File: src/sv/gb3_pkg.sv
// ----------------------------------------------------------------------------
// gb3_pkg
// Shared types and constants for the 3x3 gaussian blur stream.
// ----------------------------------------------------------------------------
package gb3_pkg;

    localparam int PIXEL_BITS = 8;
    localparam int CFG_BITS   = 11;
    localparam int ROW_W      = 16;
    localparam int MAX_HEIGHT = 1024;
    localparam int SUM_W      = PIXEL_BITS + 4;
    localparam int SUM_SHIFT  = 4;

    localparam logic [CFG_BITS-1:0] WIDTH_RESET  = 11'd1024;
    localparam logic [CFG_BITS-1:0] HEIGHT_RESET = 11'd1024;
    localparam logic [ROW_W-1:0]    ROW_SAT      = 16'hFFFF;

    // register indexes
    localparam logic REG_FRAME_WIDTH  = 1'b0;
    localparam logic REG_FRAME_HEIGHT = 1'b1;

    // command codes
    localparam logic CMD_PIXEL = 1'b0;
    localparam logic CMD_FLUSH = 1'b1;

    typedef logic [PIXEL_BITS-1:0] pixel_t;

    typedef struct packed {
        logic   cmd;
        pixel_t pixel_in;
    } in_word_t;

    typedef struct packed {
        pixel_t blurred;
        logic   last_of_frame;
    } out_word_t;

    typedef struct packed {
        pixel_t pixel;
        logic   emit;
        logic   last;
        logic   mask_top;
        logic   mask_bottom;
        logic   mask_left;
        logic   mask_right;
    } tap_ctrl_t;

    // 1-2-1 / 2-4-2 / 1-2-1 as left shifts
    localparam logic [1:0] KERNEL_SHIFT [3][3] = '{
        '{2'd0, 2'd1, 2'd0},
        '{2'd1, 2'd2, 2'd1},
        '{2'd0, 2'd1, 2'd0}
    };

endpackage

File: src/sv/gb3_ctrl.sv
// ----------------------------------------------------------------------------
// gb3_ctrl
// Frame registers, raster counters, drain tracking and the input stage.
// ----------------------------------------------------------------------------
module gb3_ctrl #(
    parameter int MAX_WIDTH = 1024,
    localparam int COL_W  = $clog2(MAX_WIDTH + 1),
    localparam int ADDR_W = (MAX_WIDTH > 1) ? $clog2(MAX_WIDTH) : 1
) (
    input  logic                          aclk,
    input  logic                          aresetn,
    input  logic                          cfg_wr_en,
    input  logic                          cfg_addr,
    input  logic [gb3_pkg::CFG_BITS-1:0]  cfg_wdata,
    input  logic                          s_valid,
    input  gb3_pkg::in_word_t             s_data,
    output logic                          s_ready,
    input  logic                          s1_adv,
    output logic                          s1_valid,
    output gb3_pkg::tap_ctrl_t            s1_ctrl,
    output logic [ADDR_W-1:0]             s1_addr,
    output logic                          rd_en,
    output logic [ADDR_W-1:0]             rd_addr
);

    localparam int ROW_W = gb3_pkg::ROW_W;

    logic [gb3_pkg::CFG_BITS-1:0] width_cfg_reg;
    logic [gb3_pkg::CFG_BITS-1:0] height_cfg_reg;
    logic [COL_W-1:0]             width_eff;
    logic [ROW_W-1:0]             height_eff;

    logic [COL_W-1:0] in_col_reg,  in_col_next;
    logic [COL_W-1:0] out_col_reg, out_col_next;
    logic [ROW_W-1:0] in_row_reg,  in_row_next;
    logic [ROW_W-1:0] out_row_reg, out_row_next;
    logic             draining_reg, draining_next;
    logic             s1_valid_reg, s1_valid_next;
    gb3_pkg::tap_ctrl_t s1_ctrl_reg, s1_ctrl_next;
    logic [ADDR_W-1:0]  s1_addr_reg;

    logic [COL_W:0] in_col_inc, out_col_inc;
    logic [ROW_W:0] in_row_inc, out_row_inc;
    logic in_col_wrap, in_row_last, out_col_wrap, out_row_last;
    logic accept, ignore, active, emit, end_of_pixels, last;

    always_ff @(posedge aclk) begin
        if (!aresetn) begin
            width_cfg_reg  <= gb3_pkg::WIDTH_RESET;
            height_cfg_reg <= gb3_pkg::HEIGHT_RESET;
        end else if (cfg_wr_en) begin
            case (cfg_addr)
                gb3_pkg::REG_FRAME_WIDTH:  width_cfg_reg  <= cfg_wdata;
                gb3_pkg::REG_FRAME_HEIGHT: height_cfg_reg <= cfg_wdata;
                default: ;
            endcase
        end
    end

    // size clamp: zero acts as one, above max acts as max
    always_comb begin
        if (width_cfg_reg == '0) begin
            width_eff = COL_W'(1);
        end else if (32'(width_cfg_reg) > 32'(MAX_WIDTH)) begin
            width_eff = COL_W'(MAX_WIDTH);
        end else begin
            width_eff = COL_W'(width_cfg_reg);
        end
        if (height_cfg_reg == '0) begin
            height_eff = ROW_W'(1);
        end else if (32'(height_cfg_reg) > 32'(gb3_pkg::MAX_HEIGHT)) begin
            height_eff = ROW_W'(gb3_pkg::MAX_HEIGHT);
        end else begin
            height_eff = ROW_W'(height_cfg_reg);
        end
    end

    assign in_col_inc  = (COL_W+1)'(in_col_reg) + (COL_W+1)'(1);
    assign out_col_inc = (COL_W+1)'(out_col_reg) + (COL_W+1)'(1);
    assign in_row_inc  = (ROW_W+1)'(in_row_reg) + (ROW_W+1)'(1);
    assign out_row_inc = (ROW_W+1)'(out_row_reg) + (ROW_W+1)'(1);

    assign in_col_wrap  = in_col_inc  >= (COL_W+1)'(width_eff);
    assign out_col_wrap = out_col_inc >= (COL_W+1)'(width_eff);
    assign in_row_last  = in_row_inc  >= (ROW_W+1)'(height_eff);
    assign out_row_last = out_row_inc >= (ROW_W+1)'(height_eff);

    assign s_ready = !s1_valid_reg || s1_adv;
    assign accept  = s_valid && s_ready;
    assign ignore  = !draining_reg && (s_data.cmd == gb3_pkg::CMD_FLUSH);
    assign active  = accept && !ignore;

    assign emit = (in_row_reg >= ROW_W'(2))
               || ((in_row_reg == ROW_W'(1)) && (in_col_reg != '0));
    assign end_of_pixels = !draining_reg && in_row_last && in_col_wrap;
    assign last = out_row_last && out_col_wrap;

    always_comb begin
        in_col_next   = in_col_reg;
        in_row_next   = in_row_reg;
        out_col_next  = out_col_reg;
        out_row_next  = out_row_reg;
        draining_next = draining_reg;
        s1_valid_next = s1_valid_reg;
        s1_ctrl_next  = s1_ctrl_reg;

        if (s1_adv) begin
            s1_valid_next = 1'b0;
        end

        if (accept) begin
            s1_valid_next = active;
        end

        if (active) begin
            s1_ctrl_next.pixel       = draining_reg ? '0 : s_data.pixel_in;
            s1_ctrl_next.emit        = emit;
            s1_ctrl_next.last        = emit && last;
            s1_ctrl_next.mask_top    = (out_row_reg == '0);
            s1_ctrl_next.mask_bottom = out_row_last;
            s1_ctrl_next.mask_left   = (out_col_reg == '0);
            s1_ctrl_next.mask_right  = out_col_wrap;

            if (in_col_wrap) begin
                in_col_next = '0;
                if (in_row_reg != gb3_pkg::ROW_SAT) begin
                    in_row_next = in_row_reg + ROW_W'(1);
                end
            end else begin
                in_col_next = in_col_inc[COL_W-1:0];
            end
            if (end_of_pixels) begin
                draining_next = 1'b1;
            end

            if (emit) begin
                if (last) begin
                    in_col_next   = '0;
                    in_row_next   = '0;
                    out_col_next  = '0;
                    out_row_next  = '0;
                    draining_next = 1'b0;
                end else if (out_col_wrap) begin
                    out_col_next = '0;
                    if (out_row_reg != gb3_pkg::ROW_SAT) begin
                        out_row_next = out_row_reg + ROW_W'(1);
                    end
                end else begin
                    out_col_next = out_col_inc[COL_W-1:0];
                end
            end
        end
    end

    always_ff @(posedge aclk) begin
        if (!aresetn) begin
            in_col_reg   <= '0;
            in_row_reg   <= '0;
            out_col_reg  <= '0;
            out_row_reg  <= '0;
            draining_reg <= 1'b0;
            s1_valid_reg <= 1'b0;
        end else begin
            in_col_reg   <= in_col_next;
            in_row_reg   <= in_row_next;
            out_col_reg  <= out_col_next;
            out_row_reg  <= out_row_next;
            draining_reg <= draining_next;
            s1_valid_reg <= s1_valid_next;
        end
    end

    always_ff @(posedge aclk) begin
        s1_ctrl_reg <= s1_ctrl_next;
        if (active) begin
            s1_addr_reg <= in_col_reg[ADDR_W-1:0];
        end
    end

    assign s1_valid = s1_valid_reg;
    assign s1_ctrl  = s1_ctrl_reg;
    assign s1_addr  = s1_addr_reg;
    assign rd_en    = active;
    assign rd_addr  = in_col_reg[ADDR_W-1:0];

endmodule

File: config.mk
export PLATFORM = sky130hd
export DESIGN_NAME = gb3_ctrl
export DESIGN_NICKNAME = d
export VERILOG_FILES = /design/src/sv/gb3_pkg.sv /design/src/sv/gb3_ctrl.sv
export SDC_FILE = /design/constraint.sdc
export NUM_CORES = 1
export LEC_CHECK = 0
export BUFFER_PORTS_ARGS = -buffer_cell sky130_fd_sc_hd__buf_2
export CAP_MARGIN = 5
export CORE_UTILIZATION = 60
export DETAILED_ROUTE_END_ITERATION = 8
export PLACE_DENSITY = 0.92
export SLEW_MARGIN = 0
export SYNTH_ARGS = -nofsm -noshare
export SYNTH_HDL_FRONTEND = slang
export SYNTH_SLANG_ARGS = --single-unit
export TNS_END_PERCENT = 100
File: constraint.sdc
create_clock -name aclk -period 3.67 [get_ports aclk]
set_input_delay 0.734 -clock aclk [delete_from_list [all_inputs] [get_ports aclk]]
set_output_delay 0.734 -clock aclk [all_outputs]
set_load 0.02 [all_outputs]
# Yosys cells after proc, flatten, opt, wreduce, memory -nomap -nowiden
# Index checks and enable logic that the tools add are counted.
[totals] regBits=102 inputBits=26 output_inout_bits=37 elab_cells=79
[op_classes] addsub=6 order_cmp=7 n_eq_ne=3 n_mux=21 n_bitwise=1 n_reduce_logical=25
[ops] operator="two-way mux 16 bit" n=7
[ops] operator="two-way mux 11 bit" n=9
[ops] operator="adder 16 x 1 -> 17 bit (second input constant)" n=2
[ops] operator="greater-or-equal comparator 17 x 16 -> 1 bit" n=2
[ops] operator="logical NOT 11 bit" n=3
[ops] operator="adder 16 x 1 -> 16 bit (second input constant)" n=2
[ops] operator="inequality test 16 bit (second input constant)" n=2
[ops] operator="adder 11 x 1 -> 12 bit (second input constant)" n=2
[ops] operator="greater-or-equal comparator 12 x 11 -> 1 bit" n=2
[ops] operator="greater-than comparator 11 bit (second input constant)" n=2
[ops] operator="== test 16 x 1 -> 1 bit (second input constant)" n=1
[ops] operator="greater-or-equal comparator 16 x 2 -> 1 bit (second input constant)" n=1
[ops] operator="logical NOT 16 bit" n=1
[ops] operator="nonzero test 11 bit" n=1
[ops] operator="logical AND 1 bit" n=8
[ops] operator="AND reduction 2 bit" n=3
[ops] operator="nonzero test 2 bit" n=3
[ops] operator="two-way mux 1 bit" n=5
[ops] operator="AND reduction 4 bit" n=1
[ops] operator="logical NOT 1 bit" n=3
[ops] operator="logical OR 1 bit" n=2
[ops] operator="inverter 1 bit" n=1

# Logic depth before layout (Yosys ltp)
# Gate-level depths: netlist of run 1.
[logic_depth] word_depth=9 mapped_depth=19 ltp_nobuf=16

# Least setup slack after synthesis of run 1
# No wires, ideal clock.
[synth_path] path_kind="reg2reg" start="register out_row_reg[0]" end="register in_row_reg[9]" setup_time_ns=0.070 arrival_time_ns=3.139 required_ns=3.600 path_slack_ns=0.461 path_stages_with_launch=18 path_buffers=1 period_less_slack_ns=3.209 cell_sequence="dfxtp_1 > ha_1 > nand4_4 > nor2_4 > xor2_1 > ha_1 > a21o_1 > a21oi_1 > o21ai_0 > a211oi_1 > and2_1 > buf_6 > inv_6 > nand3_4 > inv_2 > nand4b_4 > or4_1 > a21oi_1"
[synth_between] elab_chain_len=5
[synth_rtl] element="start: declaration" line_no="gb3_ctrl.sv:36" source="logic [ROW_W-1:0] out_row_reg, out_row_next;"
[synth_rtl] element="start signal: assignment" line_no="gb3_ctrl.sv:167" source="out_row_reg <= out_row_next;"
[synth_rtl] element="adder 16 x 1 -> 17 bit" line_no="gb3_ctrl.sv:81" source="assign out_row_inc = (ROW_W+1)'(out_row_reg) + (ROW_W+1)'(1);"
[synth_rtl] element="greater-or-equal comparator 17 x 16 -> 1 bit" line_no="gb3_ctrl.sv:86" source="assign out_row_last = out_row_inc >= (ROW_W+1)'(height_eff);"
[synth_rtl] element="named net out_row_last" line_no="gb3_ctrl.sv:44" source="logic in_col_wrap, in_row_last, out_col_wrap, out_row_last;"
[synth_rtl] element="logical AND 1 bit" line_no="gb3_ctrl.sv:96" source="assign last = out_row_last && out_col_wrap;"
[synth_rtl] element="two-way mux 16 bit" line_no="gb3_ctrl.sv:137" source="if (last) begin"
[synth_rtl] element="two-way mux 16 bit" line_no="gb3_ctrl.sv:136" source="if (emit) begin"
[synth_rtl] element="end signal: assignment" line_no="gb3_ctrl.sv:165" source="in_row_reg <= in_row_next;"
[synth_rtl] element="end: declaration" line_no="gb3_ctrl.sv:35" source="logic [ROW_W-1:0] in_row_reg, in_row_next;"
# The timed path passes the listed nets, and every way through them passes these cells.
# A chain may end at the register's enable or synchronous reset.

# Final worst setup path of run 1
[layout_path] start="register out_col_reg[2]" end="register in_row_reg[9]"
[layout_between] elab_chain_len=5
[layout_rtl] element="start: declaration" line_no="gb3_ctrl.sv:34" source="logic [COL_W-1:0] out_col_reg, out_col_next;"
[layout_rtl] element="start signal: assignment" line_no="gb3_ctrl.sv:166" source="out_col_reg <= out_col_next;"
[layout_rtl] element="adder 11 x 1 -> 12 bit" line_no="gb3_ctrl.sv:79" source="assign out_col_inc = (COL_W+1)'(out_col_reg) + (COL_W+1)'(1);"
[layout_rtl] element="greater-or-equal comparator 12 x 11 -> 1 bit" line_no="gb3_ctrl.sv:84" source="assign out_col_wrap = out_col_inc >= (COL_W+1)'(width_eff);"
[layout_rtl] element="named net out_col_wrap" line_no="gb3_ctrl.sv:44"
[layout_rtl] element="logical AND 1 bit" line_no="gb3_ctrl.sv:96"
[layout_rtl] element="two-way mux 16 bit" line_no="gb3_ctrl.sv:137"
[layout_rtl] element="two-way mux 16 bit" line_no="gb3_ctrl.sv:136"
# The timed path passes the listed nets, and every way through them passes these cells.

==> results summary, run 1 <==
The run finished with clean final reports. Clock-pin slew was measured on the worst setup and hold paths at 110 ps. The number of hold violations in the final report is 0. The fraction of the cycle the final worst path needs came out at 95.0%.

The max-cap violation count came out at 0. The final wirelength came out at around 15000 um. The CTS buffer count is 9. The arrival time at the worst endpoint came out at 3790 ps. After Yosys synthesis, full adders, half adders and majority gates account for between 10% and 20% of the synthesized area. Headroom to the max-slew limit came out at 36.8%. The share of flip-flops with an asynchronous set or reset after synthesis is 0%.

For this run, the number of Yosys warnings is 0. The final setup violation count came out at 0. The clock tree synthesis step divided the H-tree into 3 levels.

The min-delay analysis places its worst path in the category reg2reg. In the synthesized netlist, mux cells make up 0.186% of the area. The overall die area came out at 10500 sq um.

The post-synth net total came out at about 800. The worst-case vdd ir drop came out at 218 uV. The synthesized design contains 24 enable-type register cells.

Setup repair after global routing left no endpoint under its margin. The number of antenna violations at the first check in global routing came out at 0. The number of iterations in the first detailed-routing pass is 5. The post-detailed-route count of antenna-violating nets is 0. The number of global-route vias before repair is just under 5000. The category of the most critical setup path is reg2reg.

The number of buffers inserted by port buffering is 62. The synthesized netlist devotes 25.9% of its cell area to simple gates. The dominant synthesized flop cell is sky130_fd_sc_hd__dfxtp_1. The library cell used as clock root buffer is sky130_fd_sc_hd__clkbuf_8. At the end of routability-driven placement, the weighted congestion stood at just over 1. Static timing analysis puts the maximum clock frequency at 287 MHz. The number of remaining DRC errors came out at 0.

The repair_antennas step left the layout with diodes totalling 0. Cells fill 67.5% of the core in the end. In the layout the commonest cells are 124 x sky130_fd_sc_hd__nand2_1, 74 x sky130_fd_sc_hd__dfxtp_1, 62 x sky130_fd_sc_hd__buf_2, 60 x sky130_fd_sc_hd__a21oi_1, 52 x sky130_fd_sc_hd__ha_1. The number of clock sinks is 102. The final layout net count came out at 831. The area growth from synthesis to layout is 9.24%. The number of distinct standard cells referenced by the synthesized netlist came out at 56. The initial cell density of the core is 61.8%. Once detailed placement completed, the half-perimeter wirelength came to between 10000 and 15000 um.

The max-slew violation total from the final report came out at 0. The floorplan die width came out at ~100 um. The wire length per cell after detailed routing is 16.5 um. The number of fillers in the final layout came out at between 700 and 800. The overall routing resource usage is around 28%. The library cell used most frequently in the layout, excluding fill and tap cells, is sky130_fd_sc_hd__nand2_1. The share of post-route cells with drive strength above 1 is 15.1%.

The setup TNS after final layout came out at 0 ps. Along the worst path, the maximum fanout reaches 13. The final critical path time including I/O delays and setup came out at 3490 ps.

The required time reported for the critical path endpoint is 3980 ps. The die is 102 um tall. The worst setup path is launched from a flop. The largest family of logic cells by synthesized area is simple AND/OR/NAND/NOR gates.

Summing the areas of all compound-gate instances in the mapped netlist gives 12.7% of the synthesized area. The fraction of the yosys area taken by sequential cells is 37.8%. The first global-routing pass estimated between 20000 and 25000 um of wire.

The cell leakage power came out at roughly 2.8 nW. The slew at the pin closest to its max-slew limit came out at 946 ps. The sum of overflow across all layers after global routing is 0. The maximum number of pins on one net before global-route repair is 54. The xor and xnor fraction of the mapped netlist area came out at 7.10%.

Across the routed clock network, the largest skew measured is 13.3 ps. The element type at the critical path end is a flop. The detailed-route via count is 5450. The detailed router finished its first iteration with about 400 violations. TritonCTS built the clock tree. The total I/O pin count is 63. The standard-cell row count came out at 36. Dividing total power by cell area gives a power density of 314 nW/um^2. After synthesis, the mean cell area works out to 8.52 sq um.

For the worst-skew pair, the clock arrives at the later sink with an insertion delay of 380 ps. Counting flops and latches in the post-synthesis netlist gives 102. The number of vias per cell after detailed routing came out at around 6. No sink is reached through more buffers than the 2 on the longest clock path.

The netlist area before placement is 6040 sq um. The number of instances in the synthesized netlist came out at approximately 710. The floorplan step defined a core boundary enclosing just under 10000 sq um.
-- synth_stat cells (all sizes together), types with 2 or more instances --
cell / number / area share (%)
inv: 24 / 1.6
xnor2: 20 / 2.9
o21a: 5 / 0.62
o21ai: 22 / 1.8
nand2: 124 / 7.7
nor4: 18 / 1.9
and4: 2 / 0.29
nand4b: 3 / 0.68
or4: 3 / 0.37
ha: 53 / 11
clkbuf: 25 / 1.6
buf: 17 / 2.3
nor3: 14 / 1.3
xor2: 29 / 4.2
and3: 18 / 1.9
nand2b: 10 / 1.0
nor2: 41 / 2.7
a21o: 4 / 0.50
o211ai: 3 / 0.37
a211oi: 7 / 0.87
o32ai: 3 / 0.43
dfxtp: 78 / 26
and2: 6 / 0.62
nand3: 33 / 2.9
nand4: 15 / 2.1
edfxtp: 24 / 12
nor2b: 11 / 1.1
or3b: 4 / 0.58
a31oi: 15 / 1.6
a21oi: 62 / 5.1
-- per-stage QoR --
step	total power [W]	std cells	hold slack (ps)	cell area, sq um	setup slack (ps)
after CTS	0.00207	888	483	6550	47.3
after global routing	0.00214	890	503	6600	12.4
final	0.00207	890	487	6600	182
after detailed placement	0.00139	872	466	6360	91.6
after global placement	0.00138	872	461	6360	272
after floorplan	0.00133	709	449	6040	461
-- worst paths after layout --
check / startpoint / end / slack (ps) / depth (start not counted)
hold reg to reg: height_cfg_reg[0]$_SDFFE_PN0P_ / height_cfg_reg[0]$_SDFFE_PN0P_ / 490 / 2
setup reg to reg: out_col_reg[2]$_SDFFE_PN0P_ / in_row_reg[9]$_SDFFE_PN0P_ / 180 / 15
setup / recovery: out_col_reg[2]$_SDFFE_PN0P_ / in_row_reg[9]$_SDFFE_PN0P_ / 180 / 15
hold / removal: height_cfg_reg[0]$_SDFFE_PN0P_ / height_cfg_reg[0]$_SDFFE_PN0P_ / 490 / 2
-- cell type report --
cell class | instances | area, sq um | area share (%)
Timing Repair Buffer | 74 | 400 | 6.07
Clock buffer | 9 | 124 | 1.88
Inverter | 24 | 97.6 | 1.48
Sequential cell | 102 | 2290 | 34.7
Clock inverter | 7 | 66.3 | 1.00
Multi-Input combinational cell | 541 | 3460 | 52.4
Tap cell | 133 | 166 | 2.52
-- what timing repair did --
| action | in CTS | in global routing |
|---|---|---|
| setup buffers | 0 | 2 |
| hold buffers | 0 | 0 |
| hold endpoints to repair | 0 | 0 |
| endpoints found under the setup margin | 0 | 24 |
| gates resized for setup | 0 | 14 |
-- power breakdown --
part	internal [W]	leakage, nW	switching (W)
Sequential	0.00117	0.859	0.0000146
Combinational	0.0000622	1.81	0.000122
Clock	0.000263	0.0914	0.000437
Total	0.00150	2.76	0.000573
-- worst max-delay path, stage by stage, from the launching register on --
cell and delay [ps]:
sky130_fd_sc_hd__dfxtp_1 440, sky130_fd_sc_hd__nand3_1 240, sky130_fd_sc_hd__nor4_1 350, sky130_fd_sc_hd__buf_4 180, sky130_fd_sc_hd__xor2_1 150, sky130_fd_sc_hd__ha_1 260, sky130_fd_sc_hd__a211oi_1 230, sky130_fd_sc_hd__o21ai_1 100
sky130_fd_sc_hd__a21oi_1 150, sky130_fd_sc_hd__o21a_1 160, sky130_fd_sc_hd__inv_1 90, sky130_fd_sc_hd__nand3_4 140, sky130_fd_sc_hd__inv_4 100, sky130_fd_sc_hd__nand4b_4 240, sky130_fd_sc_hd__or4_4 460, sky130_fd_sc_hd__a21oi_2 150
-- kinds of logic (layout without fill, tap and decap cells) --
group,Yosys count,after routing
multiplexers,1,1
AO/OA/AOI/OAI,131,131
flip-flops,102,102
adder cells (fa/ha/maj),53,53
XOR/XNOR,49,49
AND/OR/NAND/NOR,307,307
buffers and inverters,66,114
-- metal layers --
metal | track usage, % | vias to the layer above | part of all wire (%)
met1 | 36.7 | 2533 | 43
met3 | 3.49 | 44 | 8.1
li1 | - | 2579 | -
met2 | 46.7 | 294 | 47
met4 | 13.2 | 0 | 2.4
met5 | 0 | - | 0
Note: power is estimated with default switching activity, not from simulation.
==> run 2, diff against run 1 <==
CORE_UTILIZATION = 45   (was 60)
PLACE_DENSITY = 0.75   (was 0.92)
==> results summary, run 2 (synthesis gave the netlist of run 1 again) <==
The clock latency at the later pin of the worst-skew pair was 360 ps (-20 ps). The max-slew violation total from the final report came to 0 (unchanged). The placeable core region is 12900 sq um (+32%).

The number of clock sinks was 102 (unchanged). The CTS clock-pin slew for the worst setup and hold paths was 70 ps (-40 ps). The sum of overflow across all layers after global routing is 0 (unchanged). The total I/O pin count came to 63 (unchanged).

The final critical path time including I/O delays and setup is 3480 ps (-11.1 ps). The arrival time at the worst endpoint is 3760 ps (-30 ps). The post-placement cell count came out at 917 (+5.2%). The path class of the tightest hold or removal check is reg2reg. The antenna diode count is 0 (unchanged). The required time reported for the critical path endpoint is 3960 ps (-20 ps). The number of remaining DRC errors is 0 (unchanged). The hold buffer count at CTS came out at 0 (unchanged). The estimated wirelength of the detail-placed design is 10200 um (-4.3%). The worst setup path is launched from a flop. The share of post-route cells with drive strength above 1 is 14.7% (-0.38 points). The CTS tree is built. The count of cells along the worst hold path was 2 (unchanged). The height of the chip came out at 118 um (+15%). The total area of sequential cells came to 2280 sq um (-0.16%). The max-cap violation count is 0 (unchanged).

The number of vias per cell after detailed routing came out at 5.57 (-9.0%). The H-tree depth is 3 (unchanged). The final setup violation count came out at 0 (unchanged). The wire length of the first global-routing pass is 23700 um (+3.1%). The global placer's final weighted congestion came to 0.974 (-4.3%). The number of hold violations in the final report is 0 (unchanged). The maximum root-to-sink buffer count came out at 2 (unchanged). The wire length per cell after detailed routing came out at 15.1 um (-8.9%).

The detailed-route via count came out at 5209 (-4.4%). The worst relative slew slack is 47.9% (+11 points). The fraction of the cycle the final worst path needs is 94.7% (-0.30 points). The maximum number of pins on one net before global-route repair was 44 (-19%). The final wirelength came out at 14100 um (-4.2%). The final setup slack of the worst path came out at 193 ps (+11.1 ps).

The initial cell density of the core came out at 46.9% (-15 points). The number of buffers inserted by port buffering is 62 (unchanged). The post-detailed-route count of antenna-violating nets came to 0 (unchanged). The category of the most critical setup path is reg2reg. The violation count after the first detailed-routing iteration was 331 (-17%). The cell leakage power came out at 2.86 nW (+3.5%). The register-to-register setup slack is 190 ps (about the same). The worst setup path is captured at a flop.

The worst hold path terminates at height_cfg_reg[1]$_SDFFE_PN0P_. The worst-case vdd ir drop came to 383 uV (+76%). The root buffer cell chosen for the clock tree is sky130_fd_sc_hd__clkbuf_16.

The number of antenna violations at the first check in global routing is 0 (unchanged). The number of cells in the finished layout apart from fillers came out at 935 (+5.1%). The worst register-to-register path ends at in_row_reg[9]$_SDFFE_PN0P_. The floorplan die width is 118 um (+15%). From synthesis to final layout, the design area changed by 12.7%.

The beginning of the worst register-to-register path is out_row_reg[1]$_SDFFE_PN0P_. Leaving out fill and tap cells, the most frequent cells in the layout are 124 x sky130_fd_sc_hd__nand2_1, 77 x sky130_fd_sc_hd__dfxtp_1, 62 x sky130_fd_sc_hd__a21oi_1, 62 x sky130_fd_sc_hd__buf_2, 53 x sky130_fd_sc_hd__ha_1. The standard-cell row count came out at 41 (+14%). The area occupied by multi-input gates was 3440 sq um (-0.51%). The number of fillers in the final layout came out at 1194 (+54%). The final worst clock skew is 9.39 ps (-3.96 ps). The upper clock frequency limit was 288 MHz (+0.32%).

The library cell used most frequently in the layout, excluding fill and tap cells, is sky130_fd_sc_hd__nand2_1. The number of global-route vias before repair is 4882 (-1.8%). The critical-path maximum fanout is 8 (-5).

The number of iterations in the first detailed-routing pass is 5 (unchanged). The length in cells of the worst reg-to-reg path came to 16 (+1). The power per standard cell area came out at 350 nW/um^2 (+11%).

The run finished with clean final reports. The worst setup slack after placement is 125 ps (+33.8 ps). The startpoint identified for the worst hold timing path is height_cfg_reg[1]$_SDFFE_PN0P_. The overall routing resource usage is 21.3% (-6.9 points). The final layout net count is 837 (+0.72%). The slew at the pin closest to its max-slew limit is 780 ps (-167 ps).

The CTS buffer count is 9 (unchanged). The overall die area came out at 13900 sq um (+33%).
==> run 2: layout make-up <==
type / count / share of cell area, %
clock buffer: 11 / 3.71
multi-input combinational: 541 / 50.5
tap: 172 / 3.16
sequential: 102 / 33.5
clock inverter: 5 / 0.937
inverter: 24 / 1.40
timing repair buffer: 80 / 6.73
==> run 2: stage by stage <==
step                hold WS (ps)  total power, W  setup TNS, ps  cell area [sq um]  util, %
floorplan                    449         0.00133              0               6040        -
global placement             458         0.00139              0               6460     50.2
detailed placement           462         0.00139              0               6460     50.2
CTS                          471         0.00239              0               6770     52.6
global route                 494         0.00246          -8.23               6810     52.9
finish                       467         0.00238              0               6810     52.9
==> run 2: worst max-delay path by stage <==
stage,startpoint,to,slack (ps)
after floorplan,out_row_reg[0]$_SDFFE_PN0P_,in_row_reg[9]$_SDFFE_PN0P_,460
after global placement,out_row_reg[1]$_SDFFE_PN0P_,in_row_reg[9]$_SDFFE_PN0P_,320
after detailed placement,out_col_reg[0]$_SDFFE_PN0P_,in_row_reg[9]$_SDFFE_PN0P_,130
after CTS,out_col_reg[0]$_SDFFE_PN0P_,in_row_reg[9]$_SDFFE_PN0P_,110
after global routing,out_col_reg[0]$_SDFFE_PN0P_,in_row_reg[9]$_SDFFE_PN0P_,-8
final,out_row_reg[1]$_SDFFE_PN0P_,in_row_reg[9]$_SDFFE_PN0P_,190
==> run 2: timing repair <==
item	CTS	global route
buffers inserted	0	2
gates resized for setup	0	3
endpoints found under the setup margin	0	16
==> run 2: critical path, stage by stage (launching register included) <==
cell and delay [ps]:
sky130_fd_sc_hd__dfxtp_1 430, sky130_fd_sc_hd__ha_1 260, sky130_fd_sc_hd__nand4_4 160, sky130_fd_sc_hd__nor2_4 190, sky130_fd_sc_hd__xor2_1 160, sky130_fd_sc_hd__ha_1 260, sky130_fd_sc_hd__a21o_1 160, sky130_fd_sc_hd__a21oi_1 150
sky130_fd_sc_hd__o21ai_0 110, sky130_fd_sc_hd__a211oi_1 230, sky130_fd_sc_hd__and2_2 230, sky130_fd_sc_hd__inv_6 50, sky130_fd_sc_hd__nand3_4 110, sky130_fd_sc_hd__inv_2 90, sky130_fd_sc_hd__nand4b_4 210, sky130_fd_sc_hd__or4_1 440
sky130_fd_sc_hd__a21oi_1 160
==> run 2: per-layer routing <==
metal | GRT usage, % | vias to the layer above | wire length (um)
li1 | - | 2605 | -
met1 | 29.6 | 2401 | 6880
met2 | 32.5 | 178 | 6030
met3 | 4.65 | 25 | 901
met4 | 7.69 | 0 | 261
met5 | 0 | - | 0
==> run 2: power breakdown <==
group	internal, W	switching (W)	leakage [nW]
Clock	0.000572	0.000439	0.153
Sequential	0.00117	0.0000137	0.857
Combinational	0.0000645	0.000120	1.85
