$ cat config.mk
export PLATFORM = sky130hd
export DESIGN_NAME = gb3_kernel
export DESIGN_NICKNAME = d
export VERILOG_FILES = /design/src/sv/gb3_pkg.sv /design/src/sv/gb3_kernel.sv
export SDC_FILE = /design/constraint.sdc
export NUM_CORES = 1
export LEC_CHECK = 0
export BUFFER_PORTS_ARGS = -buffer_cell sky130_fd_sc_hd__buf_2
export CAP_MARGIN = 30
export CORE_MARGIN = 4
export CORE_UTILIZATION = 60
export CTS_BUF_LIST = sky130_fd_sc_hd__clkbuf_2 sky130_fd_sc_hd__clkbuf_4 sky130_fd_sc_hd__clkbuf_8
export CTS_CLUSTER_SIZE = 25
export DETAILED_ROUTE_END_ITERATION = 6
export PLACE_DENSITY = 0.89
export SLEW_MARGIN = 20
export SYNTH_ARGS = -nofsm -noshare
export SYNTH_HDL_FRONTEND = slang
export SYNTH_SLANG_ARGS = --single-unit
$ cat constraint.sdc
create_clock -name aclk -period 26.9 [get_ports aclk]
set_clock_uncertainty 0.2 [all_clocks]
set_input_delay 6.725 -clock aclk [delete_from_list [all_inputs] [get_ports aclk]]
set_output_delay 6.725 -clock aclk [all_outputs]
set_load 0.05 [all_outputs]
$ cat src/sv/gb3_pkg.sv
// ----------------------------------------------------------------------------
// gb3_pkg
// Shared types and constants for the 3x3 gaussian blur stream.
// ----------------------------------------------------------------------------
package gb3_pkg;

    localparam int PIXEL_BITS = 8;
    localparam int CFG_BITS   = 11;
    localparam int ROW_W      = 16;
    localparam int MAX_HEIGHT = 1024;
    localparam int SUM_W      = PIXEL_BITS + 4;
    localparam int SUM_SHIFT  = 4;

    localparam logic [CFG_BITS-1:0] WIDTH_RESET  = 11'd1024;
    localparam logic [CFG_BITS-1:0] HEIGHT_RESET = 11'd1024;
    localparam logic [ROW_W-1:0]    ROW_SAT      = 16'hFFFF;

    // register indexes
    localparam logic REG_FRAME_WIDTH  = 1'b0;
    localparam logic REG_FRAME_HEIGHT = 1'b1;

    // command codes
    localparam logic CMD_PIXEL = 1'b0;
    localparam logic CMD_FLUSH = 1'b1;

    typedef logic [PIXEL_BITS-1:0] pixel_t;

    typedef struct packed {
        logic   cmd;
        pixel_t pixel_in;
    } in_word_t;

    typedef struct packed {
        pixel_t blurred;
        logic   last_of_frame;
    } out_word_t;

    typedef struct packed {
        pixel_t pixel;
        logic   emit;
        logic   last;
        logic   mask_top;
        logic   mask_bottom;
        logic   mask_left;
        logic   mask_right;
    } tap_ctrl_t;

    // 1-2-1 / 2-4-2 / 1-2-1 as left shifts
    localparam logic [1:0] KERNEL_SHIFT [3][3] = '{
        '{2'd0, 2'd1, 2'd0},
        '{2'd1, 2'd2, 2'd1},
        '{2'd0, 2'd1, 2'd0}
    };

endpackage

$ cat src/sv/gb3_kernel.sv
// ----------------------------------------------------------------------------
// gb3_kernel
// 3x3 window shift, edge masking, weighted sum and the result register.
// ----------------------------------------------------------------------------
module gb3_kernel (
    input  logic                              aclk,
    input  logic                              aresetn,
    input  logic                              s1_valid,
    input  gb3_pkg::tap_ctrl_t                s1_ctrl,
    input  logic [2*gb3_pkg::PIXEL_BITS-1:0]  line_data,
    output logic                              s1_adv,
    output logic                              m_valid,
    input  logic                              m_ready,
    output gb3_pkg::out_word_t                m_data
);

    localparam int PB    = gb3_pkg::PIXEL_BITS;
    localparam int SUM_W = gb3_pkg::SUM_W;

    gb3_pkg::pixel_t    window_reg [3][3];
    gb3_pkg::pixel_t    win_next   [3][3];
    gb3_pkg::pixel_t    column     [3];
    logic [SUM_W-1:0]   sum;
    logic               m_valid_reg;
    gb3_pkg::out_word_t m_data_reg;

    assign column[0] = line_data[2*PB-1:PB];
    assign column[1] = line_data[PB-1:0];
    assign column[2] = s1_ctrl.pixel;

    always_comb begin
        for (int r = 0; r < 3; r++) begin
            win_next[r][0] = window_reg[r][1];
            win_next[r][1] = window_reg[r][2];
            win_next[r][2] = column[r];
        end
    end

    always_comb begin
        logic row_on, col_on;
        sum = '0;
        for (int r = 0; r < 3; r++) begin
            for (int c = 0; c < 3; c++) begin
                row_on = !((r == 0 && s1_ctrl.mask_top) || (r == 2 && s1_ctrl.mask_bottom));
                col_on = !((c == 0 && s1_ctrl.mask_left) || (c == 2 && s1_ctrl.mask_right));
                if (row_on && col_on) begin
                    sum = sum + (SUM_W'(win_next[r][c]) << gb3_pkg::KERNEL_SHIFT[r][c]);
                end
            end
        end
    end

    assign s1_adv = s1_valid && (!m_valid_reg || m_ready);

    always_ff @(posedge aclk) begin
        if (!aresetn) begin
            m_valid_reg <= 1'b0;
            for (int r = 0; r < 3; r++) begin
                for (int c = 0; c < 3; c++) begin
                    window_reg[r][c] <= '0;
                end
            end
        end else if (s1_adv) begin
            m_valid_reg <= s1_ctrl.emit;
            for (int r = 0; r < 3; r++) begin
                for (int c = 0; c < 3; c++) begin
                    window_reg[r][c] <= s1_ctrl.last ? '0 : win_next[r][c];
                end
            end
        end else if (m_ready) begin
            m_valid_reg <= 1'b0;
        end
    end

    always_ff @(posedge aclk) begin
        if (s1_adv) begin
            m_data_reg.blurred       <= sum[SUM_W-1:gb3_pkg::SUM_SHIFT];
            m_data_reg.last_of_frame <= s1_ctrl.last;
        end
    end

    assign m_valid = m_valid_reg;
    assign m_data  = m_data_reg;

endmodule

# Word-level counts from Yosys, hierarchy flattened
# Memories as Yosys holds them, arrays and structs flattened.
# Index checks and enable logic that the tools add are counted.
# word_totals
ff_bits	10
latch_bits	0
mem_bits_rw	72
romBits	0
inputBits	34
wordCells	65
mem_count	1
# mem_list
name	words	word_bits	read_ports	rd_ports_with_merged_regs	write_ports	line_no	text
window_reg	3	24	3	0	3	gb3_kernel.sv:20	gb3_pkg::pixel_t window_reg [3][3];
# op_classes
add_sub_neg	8
n_mul	0
div	0
n_lt_le_gt_ge	0
n_eq_ne	0
shifts	0
muxes	32
bitwise	9
reduce_logical	12
# ops
cell	count
$mux 8	19
$mux 12	7
$add 12x8->12	3
$add 12x9->12	3
$add 12x10->12	1
$add 8x9->10	1
$or 1x1->1	9
$mux 1	6
$logic_and 1x1->1	5
$logic_not 1->1	5
$reduce_bool 2->1	1
$logic_or 1x1->1	1

# Depth between registers and ports, before layout
# Gate-level depths: netlist of the first run.
# depth
depth_word	18
ltp_mapped	50
ltp_nobuf	48

# Least setup slack after synthesis of the first run
# Ideal clock, no wire load.
# synth_path
path_kind	input to register
start	input s1_ctrl[3] (netlist name)
end	register m_data_reg, in the netlist m_data[7], data pin
setup_ns	0.265
t_arrival_ns	14.881
required_time_ns	26.435
slack_ns	11.554
stages	48
path_buffers	2
path_cell_list	buf_2 -> buf_1 -> nor2_1 -> and2_1 -> ha_1 -> inv_1 -> fa_1 -> inv_1 -> maj3_2 -> a21oi_1 -> xor2_1 -> nor2_1 -> ha_1 -> o21a_1 -> o31ai_1 -> nor2b_1 -> o21bai_1 -> xnor2_1 -> [12 not listed] -> a21oi_1 -> o21bai_1 -> inv_1 -> ha_1 -> or3_1 -> nand3_1 -> o21ai_0 -> ha_1 -> or3_1 -> a21oi_1 -> a21oi_1 -> ha_1 -> o21a_1 -> o211ai_1 -> nor2_1 -> o21ai_0 -> o21ai_0 -> xor2_1
# synth_between
elab_chain_cells	18
word_cells_on_any_way	19
# synth_rtl
item	line_no	text
start: declaration	gb3_kernel.sv:9	input gb3_pkg::tap_ctrl_t s1_ctrl,
$logic_not 1->1	gb3_kernel.sv:44	row_on = !((r == 0 && s1_ctrl.mask_top) || (r == 2 && s1_ctrl.mask_bottom));
$logic_and 1x1->1	gb3_kernel.sv:46	if (row_on && col_on) begin
$mux 8	gb3_kernel.sv:46	
$add 8x9->10	gb3_kernel.sv:47	sum = sum + (SUM_W'(win_next[r][c]) << gb3_pkg::KERNEL_SHIFT[r][c]);
$mux 12	gb3_kernel.sv:46	
$add 12x8->12	gb3_kernel.sv:47	
$mux 12 *	gb3_kernel.sv:46	
$add 12x9->12	gb3_kernel.sv:47	
[3 not listed]	n/a	
$mux 12 *	gb3_kernel.sv:46	
$add 12x8->12	gb3_kernel.sv:47	
$mux 12 *	gb3_kernel.sv:46	
$add 12x9->12	gb3_kernel.sv:47	
$mux 12 *	gb3_kernel.sv:46	
$add 12x8->12	gb3_kernel.sv:47	
$mux 12 *	gb3_kernel.sv:46	
net sum[10]	gb3_kernel.sv:23	logic [SUM_W-1:0] sum;
end: declaration	gb3_kernel.sv:25	gb3_pkg::out_word_t m_data_reg;
# The timed path passes the listed nets; every way through them passes the cells marked *.
# A chain may end at the register's enable or synchronous reset.

# Worst setup path in the final report of the first run
# Same ends and word-level chain as after synthesis.

==> summary.md, run 1 <==
• 13.16 mm — final WL
• 61.40% — final clock period utilization by the worst path
• 0 — cts-stage hold buffer count
• 10.38 ns — final setup margin
• 2 — maximum count of clock buffers along a single path
• flop to flop — Hold/Removal Path Class
• 58 — sinks on the clock net
• 12.60% — fraction of layout instances using a drive strength above 1
• sky130_fd_sc_hd__edfxtp_1 31%, sky130_fd_sc_hd__ha_1 14%, sky130_fd_sc_hd__and2_1 6.5% — Area contributors post-synth
• 62 — library cells used by synthesis
• 0 — count of maximum capacitance violations
• 649 — Layout fillers
• 0.8199 — final weighted congestion of routability-driven global placement
• 9.048 um2 — average cell area after synthesis
• 5 — Initial DRT Pass Iterations
• 10.40 ns — Post-Place Setup Slack
• 0 — antenna violations before repair
• 0 — count of buffers added by post-CTS timing repair for setup
• 604 — gate count of the mapped netlist
• sky130_fd_sc_hd__edfxtp_1 — cell type with the highest aggregate area in the netlist
• 5007 — via count of the first global-routing pass
• 49 — pin count of the biggest net entering global routing
• 0 — number of hold violations in the final report
• 17.05 ns — R2R Setup Slk
• 17.33 um — post-DR wirelength/cell
• 0 — overflow left after global routing
• 9.730% — Synth-to-Final Area Change
• 0 — Pins Over Slew Limit
• 0.7484 ns — pin slew with the least headroom to its limit
• 60.55 MHz — achievable clock frequency
• 0% — Synth async-reset ratio
• 748 — net total in the final layout
• 22.39 mm — first-pass GRT wire length
• m_valid — Hold Crit Endpoint
• 45 — num ports
• 16.40 ns — critical path arrival
• 0.005803 mm2 — cell area reported after detailed placement
• m_valid — source of the worst hold timing path
• 0 — Ant. Diodes
• 9 — number of buffers created by CTS
• input port — Setup crit start kind
• 31.32% — Yosys top cell area share
• 0 — detailed-route DRC error count
• sky130_fd_sc_hd__ha_1 — most frequent CP cell
• false — RSZ-0062 raised after global routing
• 34 — row cnt
• 44 — IO buf count
• 0.008806 mm2 — Placeable Area
• 16.52 ns — minimum clock period
• 6.150 — vias per inst
• 0.3356 ns — Hold Worst Slack
• 26.78 ns — required time at the endpoint of the critical path
• 22 — maximum net fanout on the critical path
• 0.005465 mm2 — post-synthesis instance area
• m_data[7] — endpoint of the worst register-to-register path
• 3 — H-Tree Level Count
• 244 — Initial DRC Count
• 0 ns — Total Neg Setup Slack
• 45 — path depth of the worst reg2reg path
• 57 — number of flops mapped to enable cells by yosys
• 0.05550 mV — worst IR drop on VDD
• input port to flop — path type of the worst setup path
• sky130_fd_sc_hd__o31ai_1 — Slowest cell on crit path
• 103.4 um — width of the die
• 759 — count of non-filler cells in the finished layout
• 2 — cell count of the worst hold path
• 0.07 ns — Clk pin slew, worst setup/hold paths
• 9.762 mm — half-perimeter wire length of the detailed placement result
• 0.35 ns — latest clock arrival within the worst-skew pair
• sky130_fd_sc_hd__clkbuf_8 — root buffer cell
• 62.06% — Starting Density
• finished clean — status
• yes — TritonCTS clock tree
• 0.005997 mm2 — final non-filler cell area
• 31.68% — part of the Yosys area used for sequential elements
• 2.720 nW — leakage dissipation
• 48 — flip-flop count of the largest register after layout
• sky130_fd_sc_hd__edfxtp_1 — Most used DFF post-synth
• 706 — synthesized net count
• 743 — Inst Count DP
• 0 — CTS-repair resized insts
• 48.82% — normalized max-slew margin
• flop — nature of the critical path endpoint
• 103.4 um — vertical die dimension
• 61.06 mW/mm2 — total power divided by cell area
• 0 — Syn. warnings
• 4668 — overall via count from detail_route
• 0.60 ns — largest stage delay on the critical path
• 26.71% — global router's overall resource usage
• 0 — final setup vio count
• 0 — remaining number of nets flagged by the antenna check after routing
• window_reg[0][9] — launch instance of the worst register-to-register path
• 0.01070 mm2 — die area
• 58 — register bit count reported by yosys
[synth_stat cells, types with 4 or more instances]
cell type and n:
sky130_fd_sc_hd__nor2_1 68, sky130_fd_sc_hd__ha_1 61, sky130_fd_sc_hd__and2_1 57, sky130_fd_sc_hd__edfxtp_1 57, sky130_fd_sc_hd__inv_1 39, sky130_fd_sc_hd__nand2_1 37
sky130_fd_sc_hd__o21ai_0 36, sky130_fd_sc_hd__a21oi_1 35, sky130_fd_sc_hd__xnor2_1 22, sky130_fd_sc_hd__xor2_1 18, sky130_fd_sc_hd__a21o_1 16, sky130_fd_sc_hd__a211oi_1 11
sky130_fd_sc_hd__o21a_1 11, sky130_fd_sc_hd__nor3_1 10, sky130_fd_sc_hd__nand2b_1 9, sky130_fd_sc_hd__nor2b_1 9, sky130_fd_sc_hd__o31ai_1 9, sky130_fd_sc_hd__clkbuf_1 8
sky130_fd_sc_hd__a31oi_1 7, sky130_fd_sc_hd__fa_1 7, sky130_fd_sc_hd__mux2_2 6, sky130_fd_sc_hd__nand3_1 6, sky130_fd_sc_hd__buf_1 4
[placed cells by master (no fill, tap or decap), types with 3 or more instances in the layout]
master,n
sky130_fd_sc_hd__a211oi_1,11
sky130_fd_sc_hd__o21ai_0,36
sky130_fd_sc_hd__nor2_1,68
sky130_fd_sc_hd__xnor2_1,22
sky130_fd_sc_hd__a31oi_1,7
sky130_fd_sc_hd__clkbuf_8,9
sky130_fd_sc_hd__and2_1,57
sky130_fd_sc_hd__nor2b_1,9
sky130_fd_sc_hd__mux2_2,6
sky130_fd_sc_hd__nand3_1,6
sky130_fd_sc_hd__nand2_1,36
sky130_fd_sc_hd__nand2b_1,9
sky130_fd_sc_hd__or3_1,3
sky130_fd_sc_hd__buf_2,44
sky130_fd_sc_hd__o21ai_1,3
sky130_fd_sc_hd__mux2i_1,3
sky130_fd_sc_hd__o21a_1,11
sky130_fd_sc_hd__xor2_1,18
sky130_fd_sc_hd__a21o_1,16
sky130_fd_sc_hd__a21oi_1,35
sky130_fd_sc_hd__o31ai_1,9
sky130_fd_sc_hd__inv_1,39
sky130_fd_sc_hd__nand3b_1,3
sky130_fd_sc_hd__a21boi_0,3
sky130_fd_sc_hd__a21boi_1,3
sky130_fd_sc_hd__ha_1,61
sky130_fd_sc_hd__fa_1,7
sky130_fd_sc_hd__nor3_1,10
sky130_fd_sc_hd__edfxtp_1,57
sky130_fd_sc_hd__o21bai_1,3
[layout make-up]
cell class / count / area (um2) / area share, %
Clock buffer: 11 / 138.9 / 2.316
Inverter: 41 / 153.9 / 2.566
Clock inverter: 5 / 55.05 / 0.9180
Multi-Input combinational cell: 490 / 3527 / 58.81
Timing Repair Buffer: 46 / 255.2 / 4.256
Sequential cell: 58 / 1732 / 28.88
Tap cell: 108 / 135.1 / 2.253
[how the worst max path moves through the flow]
stage | startpoint | to | slack [ns] | depth (start not counted)
6_report | s1_ctrl[3] | m_data[7] | 10.38 | 47
5_1_grt | s1_ctrl[3] | m_data[8] | 9.67 | 48
4_1_cts | s1_ctrl[3] | m_data[7] | 10.57 | 47
3_5_place_dp | s1_ctrl[3] | m_data[7] | 10.40 | 47
3_3_place_gp | s1_ctrl[3] | m_data[7] | 10.81 | 46
2_1_floorplan | s1_ctrl[3] | m_data[7] | 11.55 | 48
[critical path: cells and delay by family]
family / cells / cell delay (ns)
XOR/XNOR: 4 / 0.65
adder cells (fa/ha/maj): 9 / 2.81
buffers and inverters: 4 / 0.45
AO/OA/AOI/OAI: 18 / 3.51
multiplexers: 1 / 0.27
AND/OR/NAND/NOR: 11 / 1.97
[cells by family (layout without fill, tap and decap cells)]
kind of cell	Yosys count	in the layout	synth area share (%)
simple gates	213	213	19.69
compound gates	155	155	18.59
fa+ha+maj	70	70	16.94
flops	58	58	31.68
buf+inv	56	103	3.915
xor+xnor	42	42	7.120
mux	10	10	2.060
[power breakdown]
part | switching [mW] | internal [mW]
Clock | 0.0383 | 0.0445
Combinational | 0.104 | 0.0671
Sequential | 0.00337 | 0.109
Total | 0.145 | 0.221
[layer usage]
metal,vias to the layer above,part of all wire [%],GRT usage [%]
met2,140,54,49.02
li1,2241,-,-
met4,0,2.7,12.15
met5,-,0,0
met1,2249,40,29.71
met3,38,4.2,5.030
[per-stage QoR]
stage	total power, mW	util (%)
finish	0.3662	68.10
global route	0.3913	68.10
CTS	0.3641	68.10
detailed placement	0.2802	65.90
global placement	0.2695	65.59
floorplan	0.2446	-
Power figures use the tool's default switching activity.
==> run 2: changes to the inputs <==
- ABC_AREA: unset -> 1
- CORE_UTILIZATION: 60 -> 57
- PLACE_DENSITY: 0.89 -> 0.88
- clock period: 26.9 -> 13.3 ns (I/O delays scaled with it)
==> run 2 against run 1 <==
Cell area grew 3.9%. Sequential cell count is the same. First-iteration DRC count grew 5.7%. Clock-buffer cell count grew 3. Worst setup slack lost 8.8 ns. Via count grew 8.7%. Combinational power grew 82%. Clock power grew 120%. Largest cell class unchanged.
==> summary.md, run 2 <==
• finished clean — status
• sky130_fd_sc_hd__edfxtp_1 30%, sky130_fd_sc_hd__ha_1 13%, sky130_fd_sc_hd__nand2_1 11% — Area contributors post-synth
• sky130_fd_sc_hd__nand2_1 — commonest non-fill, non-tap cell in the layout
• 0 — count of buffers added by post-CTS timing repair for setup, unchanged
• 0 — Ant. Diodes, unchanged
• sky130_fd_sc_hd__fa_1 — Slowest cell on crit path
• 3.273 nW — leakage dissipation, +20%
• input port to flop — path type of the worst setup path
• 965 — Inst Count DP, +30%
• sky130_fd_sc_hd__clkbuf_8 — root buffer cell
• 30.57% — part of the Yosys area used for sequential elements, -1.1 points
• 36 — row cnt, +5.9%
• 20.93 mm — first-pass GRT wire length, -6.5%
• 1.557 ns — final setup margin, -8.826 ns
• 0 — number of hold violations in the final report, unchanged
• 1.408 ns — Post-Place Setup Slack, -8.996 ns
• 981 — count of non-filler cells in the finished layout, +29%
• 13.20 ns — required time at the endpoint of the critical path, -13.58 ns
• 258 — Initial DRC Count, +5.7%
• 945 — net total in the final layout, +26%
• 0.01160 mm2 — die area, +8.4%
• flop to flop — Hold/Removal Path Class
• 0.7173 mW — total power of the final layout, +96%
• 11.65 ns — critical path arrival, -4.75 ns
• 107.7 um — width of the die, +4.1%
• 88.29% — final clock period utilization by the worst path
• 0.9471 — final weighted congestion of routability-driven global placement, +16%
• 0% — Synth async-reset ratio, unchanged
• sky130_fd_sc_hd__edfxtp_1 — cell type with the highest aggregate area in the netlist
• 4949 — via count of the first global-routing pass, -1.2%
• 5.171 — vias per inst, -16%
• 0 — cts-stage hold buffer count, unchanged
• 0.52 ns — largest stage delay on the critical path, -0.08 ns
• 20 — maximum net fanout on the critical path, -9.1%
• 22.44% — global router's overall resource usage, -4.3 points
• 48 — flip-flop count of the largest register after layout, unchanged
• 0 — count of maximum capacitance violations, unchanged
• 0 — Syn. warnings, unchanged
• 57 — number of flops mapped to enable cells by yosys, unchanged
• 85.16 MHz — achievable clock frequency
• sky130_fd_sc_hd__edfxtp_1 — Most used DFF post-synth
• 49 — pin count of the biggest net entering global routing, unchanged
• 5073 — overall via count from detail_route, +8.7%
• 170 x sky130_fd_sc_hd__nand2_1, 158 x sky130_fd_sc_hd__inv_1, 113 x sky130_fd_sc_hd__nor2_1 — leading post-synthesis cells by instance count
• 0 — final setup vio count, unchanged
• 0 ns — Total Neg Setup Slack, unchanged
• yes — TritonCTS clock tree
• 0.36 ns — latest clock arrival within the worst-skew pair, about the same
• 30.21% — Yosys top cell area share, -1.1 points
• 0.06 ns — Clk pin slew, worst setup/hold paths, about the same
• 10.03% — Synth-to-Final Area Change
• input port — Setup crit start kind
• 0 — antenna violations before repair, unchanged
• 9 — number of buffers created by CTS, unchanged
• 7.091 um2 — average cell area after synthesis, -22%
• 58 — register bit count reported by yosys, unchanged
• 2 — maximum count of clock buffers along a single path, unchanged
• 3 — H-Tree Level Count, unchanged
• 0.6983 ns — pin slew with the least headroom to its limit, -0.05008 ns
• 0 — overflow left after global routing, unchanged
• 169 x sky130_fd_sc_hd__nand2_1, 158 x sky130_fd_sc_hd__inv_1, 113 x sky130_fd_sc_hd__nor2_1, 61 x sky130_fd_sc_hd__ha_1, 57 x sky130_fd_sc_hd__edfxtp_1 — commonest cells after routing, fill and taps aside
• 901 — synthesized net count, +28%
• 12.40 um — post-DR wirelength/cell, -28%
• 9.156 mm — half-perimeter wire length of the detailed placement result, -6.2%
• 11.74 ns — minimum clock period
• 887 — Layout fillers, +37%
• 43 — library cells used by synthesis, -31%
• false — RSZ-0062 raised after global routing
• 53.28% — normalized max-slew margin, +4.5 points
• 44 — IO buf count, unchanged
• 5 — Initial DRT Pass Iterations, unchanged
• sky130_fd_sc_hd__nand2_1 — most frequent CP cell
• 0.009729 mm2 — Placeable Area, +10%
• 115.1 mW/mm2 — total power divided by cell area, +88%
• 58 — sinks on the clock net, unchanged
• 58.23% — Starting Density, -3.8 points
• 0 — CTS-repair resized insts, unchanged
• 0 — remaining number of nets flagged by the antenna check after routing, unchanged
• 107.7 um — vertical die dimension, +4.1%
• 0.08805 mV — worst IR drop on VDD, +59%
• 0 — detailed-route DRC error count, unchanged
• 11.67% — fraction of layout instances using a drive strength above 1, -0.92 points
• 12.16 mm — final WL, -7.5%
• 0.005665 mm2 — post-synthesis instance area, +3.7%
• flop — nature of the critical path endpoint
• sky130_fd_sc_hd__nand2_1 — most common cell in the synthesized netlist
• 0 — Pins Over Slew Limit, unchanged
• 799 — gate count of the mapped netlist, +32%
• 45 — num ports, unchanged
run 2: metal layers:
metal	part of all wire, %	track usage (%)	vias up
li1	-	-	2649
met1	42	24.88	2301
met2	51	41.52	96
met3	4.0	4.139	27
met4	2.6	9.648	0
met5	0	0	-
run 2: kinds of logic after synthesis:
| group | share of synthesized area [%] |
|---|---|
| compound gates | 12.54 |
| xor+xnor | 2.761 |
| fa+ha+maj | 15.95 |
| buf+inv | 11.90 |
| flops | 30.57 |
| simple gates | 26.28 |
run 2: stage by stage:
| step | area [um2] | hold WS, ns | utilization [%] |
|---|---|---|---|
| floorplan | 5665 | 0.3517 | - |
| global placement | 6018 | 0.2771 | 61.86 |
| detailed placement | 6018 | 0.2811 | 61.86 |
| CTS | 6233 | 0.2904 | 64.07 |
| global route | 6233 | 0.3449 | 64.07 |
| finish | 6233 | 0.2870 | 64.07 |
run 2: final cells by class:
type | instances | area [um2] | area share (%)
multi-input cells | 562 | 3262 | 52.33
repair buffers | 46 | 235.2 | 3.774
clock inverters | 2 | 35.03 | 0.5620
flip-flops and latches | 58 | 1732 | 27.78
well taps | 133 | 166.4 | 2.670
clock buffers | 14 | 180.2 | 2.890
inverters | 166 | 623.1 | 9.996
run 2: path summary, 6_finish.rpt:
check | cells past startpoint | to | start | slack [ns]
setup reg to reg | 52 | m_data[8] | window_reg[0][9] | 4.66
hold / removal | 2 | m_valid | m_valid | 0.29
hold reg to reg | 2 | m_valid | m_valid | 0.29
setup / recovery | 54 | m_data[8] | s1_ctrl[1] | 1.56
run 2: worst max-delay path, delay by kind of cell:
kind,cells,cell delay [ns]
fa+ha+maj,9,3.18
compound gates,14,2.07
simple gates,21,1.97
buf+inv,9,0.90
xor+xnor,1,0.17
run 2: where the power goes:
part / internal (mW) / switching, mW / leakage, nW
clock: 0.106 / 0.0736 / 0.114
combinational: 0.111 / 0.201 / 2.53
sequential: 0.220 / 0.00601 / 0.627
total: 0.437 / 0.281 / 3.27
==> run 3: changes to the inputs <==
- CELL_PAD_IN_SITES_DETAIL_PLACEMENT: unset -> 0
- CELL_PAD_IN_SITES_GLOBAL_PLACEMENT: unset -> 1
- CORE_UTILIZATION: 57 -> 41
- RECOVER_POWER: unset -> 50
==> run 3 against run 2 <==
The run now ends with max-capacitance violations, max-slew violations left. Non-clock buffer count is the same. Clock power is essentially flat. Sequential cell count is the same. Die area grew 36%. Via count shrank 4.4%. First-iteration DRC count shrank 10%. Cell area grew 0.94%. Total power shrank 0.82%. Wire length grew 1.2%. Global-route usage shrank 6.0 points. Hold slack lost 0.0032 ns. Sequential power is essentially flat. Critical path type unchanged.
==> summary.md, run 3 (synthesized netlist as in run 2, its figures left out) <==
• complete, but fails checks — status
• max-capacitance violations, max-slew violations — violated checks
• 231 — Initial DRC Count, -10%
• 20 — maximum net fanout on the critical path, unchanged
• 0.01340 mm2 — Placeable Area, +38%
• sky130_fd_sc_hd__clkbuf_8 — root buffer cell
• 0.8553 — final weighted congestion of routability-driven global placement, -9.7%
• 0 — cts-stage hold buffer count, unchanged
• yes — TritonCTS clock tree
• 12.02 um — post-DR wirelength/cell, -3.0%
• 86.38 MHz — achievable clock frequency, +1.4%
• 125.6 um — vertical die dimension, +17%
• input port — Setup crit start kind
• flop — nature of the critical path endpoint
• 168 x sky130_fd_sc_hd__nand2_1, 158 x sky130_fd_sc_hd__inv_1, 113 x sky130_fd_sc_hd__nor2_1, 61 x sky130_fd_sc_hd__ha_1, 57 x sky130_fd_sc_hd__edfxtp_1 — commonest cells after routing, fill and taps aside
• 1008 — Inst Count DP, +4.5%
• 16.44% — global router's overall resource usage, -6.0 points
• 57 — Critical Path Stages, +5.6%
• 48 — flip-flop count of the largest register after layout, unchanged
• 0.01576 mm2 — die area, +36%
• 42 — row cnt, +17%
• 21.34 mm — first-pass GRT wire length, +1.9%
• 0 — remaining number of nets flagged by the antenna check after routing, unchanged
• sky130_fd_sc_hd__inv_1 — most frequent CP cell
• 4759 — via count of the first global-routing pass, -3.8%
• 0 — CTS-repair resized insts, unchanged
• 4848 — overall via count from detail_route, -4.4%
• 0.39 ns — largest stage delay on the critical path, -0.13 ns
• 0.07 ns — Clk pin slew, worst setup/hold paths, about the same
• 3.264 nW — leakage dissipation, -0.27%
• 125.6 um — width of the die, +17%
• 39.43% — switching fraction of total power, +0.30 points
• input port to flop — path type of the worst setup path
• 1 — count of maximum capacitance violations, +1
• sky130_fd_sc_hd__fa_1 — Slowest cell on crit path
• 0.07605 mV — worst IR drop on VDD, -14%
• 0.36 ns — latest clock arrival within the worst-skew pair, about the same
• 0.2805 mW — Switch Pwr, about the same
• 1024 — count of non-filler cells in the finished layout, +4.4%
• 2 — maximum count of clock buffers along a single path, unchanged
• 11.20% — fraction of layout instances using a drive strength above 1, -0.47 points
• 46.96% — Core Util, Final, -17 points
• window_reg[0][9] — launch instance of the worst register-to-register path
• 87.04% — final clock period utilization by the worst path, -1.2 points
• m_data[8] — endpoint of the worst register-to-register path
• 0.4310 mW — internal power component, -1.3%
• 58 — sinks on the clock net, unchanged
• 1.369 ns — Post-Place Setup Slack, -0.03850 ns
• 945 — net total in the final layout, unchanged
• 0 — antenna violations before repair, unchanged
• 0 ns — Total Neg Setup Slack, unchanged
• 45 — num ports, unchanged
• 49 — Pins Over Slew Limit, +49
• flop to flop — Hold/Removal Path Class
• 2.895 ns — pin slew with the least headroom to its limit, +2.197 ns
• false — RSZ-0062 raised after global routing
• 113.1 mW/mm2 — total power divided by cell area, -1.7%
• m_valid — Hold Crit Endpoint
• 0.2838 ns — Hold Worst Slack, -0.003202 ns
• 11.49 ns — critical path arrival, -0.16 ns
• 13.22 ns — required time at the endpoint of the critical path, +0.02 ns
• 49 — pin count of the biggest net entering global routing, unchanged
• 0 — detailed-route DRC error count, unchanged
• 31.8% — proportion of power drawn by flip-flops and latches, +0.3 points
• 12.31 mm — final WL, +1.2%
• m_valid — source of the worst hold timing path
• 2 — cell count of the worst hold path, unchanged
• 4.83 ns — R2R Setup Slk, +0.17 ns
• 42.28% — Starting Density, -16 points
• 44 — IO buf count, unchanged
• 0 — Ant. Diodes, unchanged
• 0 — final setup vio count, unchanged
• 1.723 ns — final setup margin, +0.1658 ns
• 11.06% — Synth-to-Final Area Change
• 11.58 ns — minimum clock period, -0.1658 ns
• sky130_fd_sc_hd__nand2_1 — commonest non-fill, non-tap cell in the layout
• -93.02% — normalized max-slew margin, -150 points
• 43.3% — power share of the combinational group, -0.2 points
• adder cells — kind of cell adding the most delay to the critical path
• 0 — count of buffers added by post-CTS timing repair for setup, unchanged
• 55 — path depth of the worst reg2reg path, +5.8%
• 3 — H-Tree Level Count, unchanged
• 0 — number of hold violations in the final report, unchanged
• 0 — overflow left after global routing, unchanged
• 5 — Initial DRT Pass Iterations, unchanged
• 4.734 — vias per inst, -8.4%
• 9.539 mm — half-perimeter wire length of the detailed placement result, +4.2%
• s1_ctrl[1] — launch point of the critical path
• 9 — number of buffers created by CTS, unchanged
• 11 — Buf+Inv Stages, Crit Path, +2
• 24.8% — relative contribution of the clock network to total power, -0.2 points
==> run 3: cell count changes in the layout (fill, tap and decap cells not counted), sizes merged <==
cell and delta:
buf -5, clkbuf +4, clkinv +1
==> run 3: power groups by stage <==
stage | logic, mW | clock network (mW) | registers (mW)
2_1_floorplan | 0.225 | 0 | 0.250
3_3_place_gp | 0.308 | 0 | 0.230
3_5_place_dp | 0.309 | 0 | 0.230
4_1_cts | 0.310 | 0.183 | 0.226
5_1_grt | 0.360 | 0.192 | 0.228
6_report | 0.308 | 0.177 | 0.227
==> run 3: tightest hold or removal path: cells and delay by family (launching register included) <==
kind | cells | cell delay (ns)
AOI/OAI and AO/OA | 1 | 0.06
DFF | 1 | 0.31
and+or+nand+nor | 1 | 0.08
==> run 3: area by class of cell <==
class,instances,area (um2)
Clock buffer,13,166.4
Clock inverter,3,40.04
Fill cell,1379,7108
Inverter,166,623.1
Multi-Input combinational cell,562,3264
Sequential cell,58,1732
Tap cell,176,220.2
Timing Repair Buffer,46,246.5
==> run 3: worst max path at each step <==
stage,to,slack (ns)
detailed placement,m_data[8],1.37
global placement,m_data[8],1.46
global route,m_data[8],0.65
finish,m_data[8],1.72
CTS,m_data[8],1.73
floorplan,m_data[8],2.59
==> run 3: per-stage QoR <==
step / instance area [um2] / power, mW
2_1_floorplan: 5665 / 0.4747
4_1_cts: 6301 / 0.7198
3_3_place_gp: 6067 / 0.5378
5_1_grt: 6292 / 0.7802
3_5_place_dp: 6095 / 0.5385
6_report: 6292 / 0.7115
==> run 3: routing by layer <==
metal  wire length, um  vias up  global-route usage (%)
met4               110        0                   4.082
met1              5737     2122                   20.54
met3               459        7                   4.094
met5                 0        -                       0
met2              6001       72                   28.48
li1                  -     2647                       -
